## src/hw/rtl/perspective_world_to_screen_core_macros.svh

```systemverilog
// Assertion macros used by pwsc_queue.
`ifndef PERSPECTIVE_WORLD_TO_SCREEN_CORE_MACROS_SVH
`define PERSPECTIVE_WORLD_TO_SCREEN_CORE_MACROS_SVH

// Property must hold at every clock edge outside reset.
`define PWSC_ASSERT(label, clk, rst_n, prop, msg) \
    label: assert property (@(posedge clk) disable iff (!rst_n) (prop)) else $error(msg);

// Antecedent implies consequent in the same cycle.
`define PWSC_ASSERT_IMP(label, clk, rst_n, ante, cons, msg) \
    label: assert property (@(posedge clk) disable iff (!rst_n) (ante) |-> (cons)) \
        else $error(msg);

`endif

```

## src/hw/rtl/pwsc_pkg.sv

```systemverilog
// ----------------------------------------------------------------------------
// pwsc_pkg
// Shared constants and codes of the world-to-screen projection core.
// ----------------------------------------------------------------------------
`timescale 1ns / 1ps

package pwsc_pkg;
    localparam int FRAC_BITS_DEF = 16;
    localparam int DATA_W        = 32;
    localparam int SIZE_W        = 14;
    localparam int IDX_W         = 4;
    localparam int N_ENTRY       = 16;
    localparam int QUEUE_DEPTH   = 4;
    localparam int QUOT_W        = 33;

    localparam logic REQ_WRITE   = 1'b0;
    localparam logic REQ_PROJECT = 1'b1;

    localparam logic REG_WIDTH   = 1'b0;
    localparam logic REG_HEIGHT  = 1'b1;

    localparam logic [SIZE_W-1:0] WIDTH_RST  = 14'd1920;
    localparam logic [SIZE_W-1:0] HEIGHT_RST = 14'd1080;
endpackage

```

## src/hw/rtl/pwsc_queue.sv

```systemverilog
// ----------------------------------------------------------------------------
// pwsc_queue
// Short FIFO between the front and the back.
// ----------------------------------------------------------------------------
`timescale 1ns / 1ps
`include "perspective_world_to_screen_core_macros.svh"

module pwsc_queue #(
    parameter int WIDTH = 8,
    parameter int DEPTH = pwsc_pkg::QUEUE_DEPTH
) (
    input  logic                       i_clk,
    input  logic                       i_rst_n,
    input  logic                       i_push,
    input  logic [WIDTH-1:0]           i_data,
    input  logic                       i_pop,
    output logic [WIDTH-1:0]           o_data,
    output logic [$clog2(DEPTH+1)-1:0] o_count
);
    localparam int PTR_W = (DEPTH > 1) ? $clog2(DEPTH) : 1;
    localparam int CNT_W = $clog2(DEPTH+1);

    logic [WIDTH-1:0] r_mem [DEPTH];
    logic [PTR_W-1:0] r_wr, r_rd;
    logic [CNT_W-1:0] r_count;

    function automatic logic [PTR_W-1:0] next_ptr(input logic [PTR_W-1:0] p);
        return (p == PTR_W'(DEPTH-1)) ? '0 : p + 1'b1;
    endfunction

    always_ff @(posedge i_clk) begin
        if (i_push) begin
            r_mem[r_wr] <= i_data;
        end
    end

    always_ff @(posedge i_clk) begin
        if (!i_rst_n) begin
            r_wr    <= '0;
            r_rd    <= '0;
            r_count <= '0;
        end else begin
            if (i_push) r_wr <= next_ptr(r_wr);
            if (i_pop)  r_rd <= next_ptr(r_rd);
            r_count <= r_count + CNT_W'(i_push) - CNT_W'(i_pop);
        end
    end

    assign o_data  = r_mem[r_rd];
    assign o_count = r_count;

    `PWSC_ASSERT_IMP(a_no_overflow, i_clk, i_rst_n, i_push && !i_pop, r_count < CNT_W'(DEPTH), "queue overflow")
    `PWSC_ASSERT_IMP(a_no_underflow, i_clk, i_rst_n, i_pop, r_count != '0, "queue underflow")
    `PWSC_ASSERT(a_count_range, i_clk, i_rst_n, r_count <= CNT_W'(DEPTH), "queue count out of range")
endmodule

```

## config.mk

```make
export PLATFORM = sky130hd
export DESIGN_NAME = pwsc_queue
export DESIGN_NICKNAME = d
export VERILOG_FILES = /design/src/hw/rtl/pwsc_pkg.sv /design/src/hw/rtl/pwsc_queue.sv
export VERILOG_INCLUDE_DIRS = /design/src /design/src/hw/rtl
export SDC_FILE = /design/constraint.sdc
export NUM_CORES = 1
export LEC_CHECK = 0
export ABC_AREA = 1
export BUFFER_PORTS_ARGS = -buffer_cell sky130_fd_sc_hd__buf_4
export CAP_MARGIN = 5
export CORE_MARGIN = 4
export CORE_UTILIZATION = 55
export DETAILED_ROUTE_END_ITERATION = 10
export PLACE_DENSITY_LB_ADDON = 0.05
export SKIP_LAST_GASP = 1
export SLEW_MARGIN = 15
export SYNTH_ARGS = -nofsm -noshare
export SYNTH_HDL_FRONTEND = slang
export SYNTH_SLANG_ARGS = --single-unit
```

## constraint.sdc

```tcl
create_clock -name i_clk -period 3.65 [get_ports i_clk]
set_input_delay 0.73 -clock i_clk [delete_from_list [all_inputs] [get_ports i_clk]]
set_output_delay 0.73 -clock i_clk [all_outputs]
set_load 0.005 [all_outputs]
```

==> flow_summary.toml <==
[place]
dp.cells = 211
numPortBuffers = 22
place.gp.congestion = 0.714
place_ws_ns = 1.44
hpwl_um = 1920

[synthesis]
syn-cell-area_um2 = 1730
synth.distinct_cells = 16
post_synth_inst_count = 150
synth_top_family_by_area = "compound AO/OA/AOI/OAI gates"
post-synth-top-area-cell = "edfxtp_1"
yosysTopAreaCellShare_pct = 55.4
synthTopCellsByArea = "edfxtp_1 (55%), dfxtp_1 (10%), inv_1 (6.7%)"
synth_fp_nets = 170
synth-xor-area-share_pct = 0
synth_compound_gate_area_share_pct = 10.6
ys_seq_area_share_pct = 65.8
ys_warn_count = 0
ys_ff_latch = 41
synth.avg_cell_area_um2 = 11.6
post_synth_and_or_nand_nor_area_fraction_pct = 7.65
muxShareOfSynthArea_pct = 0
synth_fa_ha_area_share_pct = 6.20

[detailed_routing]
drt_iter0_markers = 45
vias_per_cell = 4.82
routed_wl_um = 2790
ant_nets = 0
wl_per_cell_um = 12.7
route.detailed.drc = 0
firstDrtPassIters = 4
dr_total_vias = 1055

[sta]
hold_violations = 0
worstMarginPinSlew_ns = 0.996
fin_skew_ns = 0.00663
fin_crit_ns = 2.56
fin_setup_tns_ns = 0
postLayoutSetupSlackWorst_ns = 1.09
slew_viol_final = 0
rsz0062_at_grt = "no"
fmax_ghz = 0.390
period_share_pct = 70.2
relSlewSlack_pct = 33.5
finalSetupViolations = 0

[worst_setup_path]
regToRegSetupSlack_ns = 1.94
reg2reg_from = "o_count[0]"
crit_type = "reg2out"
start_kind = "flip-flop"
regToRegEndpoint = "o_count[2]"
r2r_cells = 10
arrival_ns = 1.83
cp_max_fo = 32
critical_path_required_ns = 2.92
cp-end-kind = "output port"

[floorplanning]
ioPinCount = 23
rows = 20
start_util_pct = 57.3
core-area_um2 = 3030
die_y_um = 64.2
die_area_um2 = 4120
die_x_um = 64.2

[global_routing]
track_usage_pct = 15.8
grt_pass1_vias = 1012
grt_pass1_wl_um = 4760
grt_start_max_net_pins = 33
overflow = 0
antenna_found_initial = 0

[flow_run]
cap_viol_max_count = 0

[clocking]
h-tree-depth = 2
cts_resized = 0
ctsHoldBuffers = 0
insertion_delay_ns = 0.34
cts_tree = "done"
post_cts_buffers = 0
clock-root-buffer = "clkbuf_4"
cts-buffers-inserted = 5
clk_pin_slew_worst_paths_ns = 0.11
cts.path.max_buffers = 2
cts_num_sinks = 41

[finish]
final_common_cell = "edfxtp_1"
drive_gt1_share_pct = 18.3
final_cell_mix = "edfxtp_1 (32), inv_1 (31), nand2_1 (26), buf_4 (22), a21oi_1 (10)"
diodes = 0
fin_util_pct = 65.3
nets = 194
syn2layout_area_growth_pct = 14.1
final_cells = 219

[outcome]
outcome = "completed"

[hold_path]
hold_depth = 2
hp-class = "reg2reg"
hold_start = "r_rd[0]"

[pwr]
p_leak_nw = 0.862
p_per_area_nw_per_um2 = 490
peakVddDrop_uv = 261
==> cell families (layout without fill, tap and decap cells) <==
| group | Yosys count | count (layout) |
|---|---|---|
| flops | 41 | 41 |
| buf+inv | 36 | 61 |
| simple gates | 35 | 35 |
| compound gates | 30 | 30 |
| fa+ha+maj | 8 | 8 |
==> Yosys cell counts (all sizes together) <==
master / count
o21ai: 11
nor2: 8
o211ai: 8
dfxtp: 9
nand3: 1
fa: 1
buf: 5
inv: 31
nand2: 26
ha: 7
a21oi: 11
edfxtp: 32
==> critical path: stages (launching register included) <==
cell and delay [ns]:
dfxtp_1 0.99, a21oi_1 0.16, o21ai_1 0.13, nand2_1 0.07
buf_4 0.13
==> worst max path at each step <==
stage | startpoint | cells past startpoint | to | slack, ns
final | flip-flop | 4 | o_data[5] | 1.09
after global routing | flip-flop | 4 | o_data[0] | 0.83
after CTS | flip-flop | 4 | o_data[3] | 1.04
after detailed placement | i_pop | 10 | o_count[2] | 1.44
after global placement | flip-flop | 4 | o_data[2] | 1.51
after floorplan | i_pop | 9 | o_count[2] | 1.69
==> routing by layer <==
layer / track usage [%] / wire [um] / up-vias
li1: - / - / 541
met1: 19.7 / 1230 / 490
met2: 24.6 / 1390 / 21
met3: 6.68 / 147 / 3
met4: 5.54 / 19 / 0
met5: 0 / 0 / -
==> report_power, final <==
group	internal (mW)	leakage [nW]	switching, mW
Sequential	0.533	0.369	0.0266
Clock	0.144	0.0422	0.138
Combinational	0.0641	0.451	0.0642
Total	0.741	0.862	0.229
==> registers in the layout, indices dropped and copies added (netlist names), named ones only <==
signal / count
r_rd: 2
o_count: 3
r_wr: 2
r_mem: 32
==> metrics by stage <==
step                total power [mW]  hold slack, ns  instance area (um^2)
floorplan                      0.640           0.469                  1730
global placement               0.691           0.506                  1900
CTS                            0.982           0.517                  1980
detailed placement             0.701           0.497                  1900
global route                    1.03           0.535                  1980
finish                         0.970           0.513                  1980
==> final cells by class <==
class,instances,area [um^2]
well taps,44,55.1
clock buffers,6,41.3
inverters,31,116
repair buffers,22,165
multi-input cells,73,424
fillers,231,1050
flip-flops and latches,41,1140
clock inverters,2,35.0
Note: power is estimated with default switching activity, not from simulation.
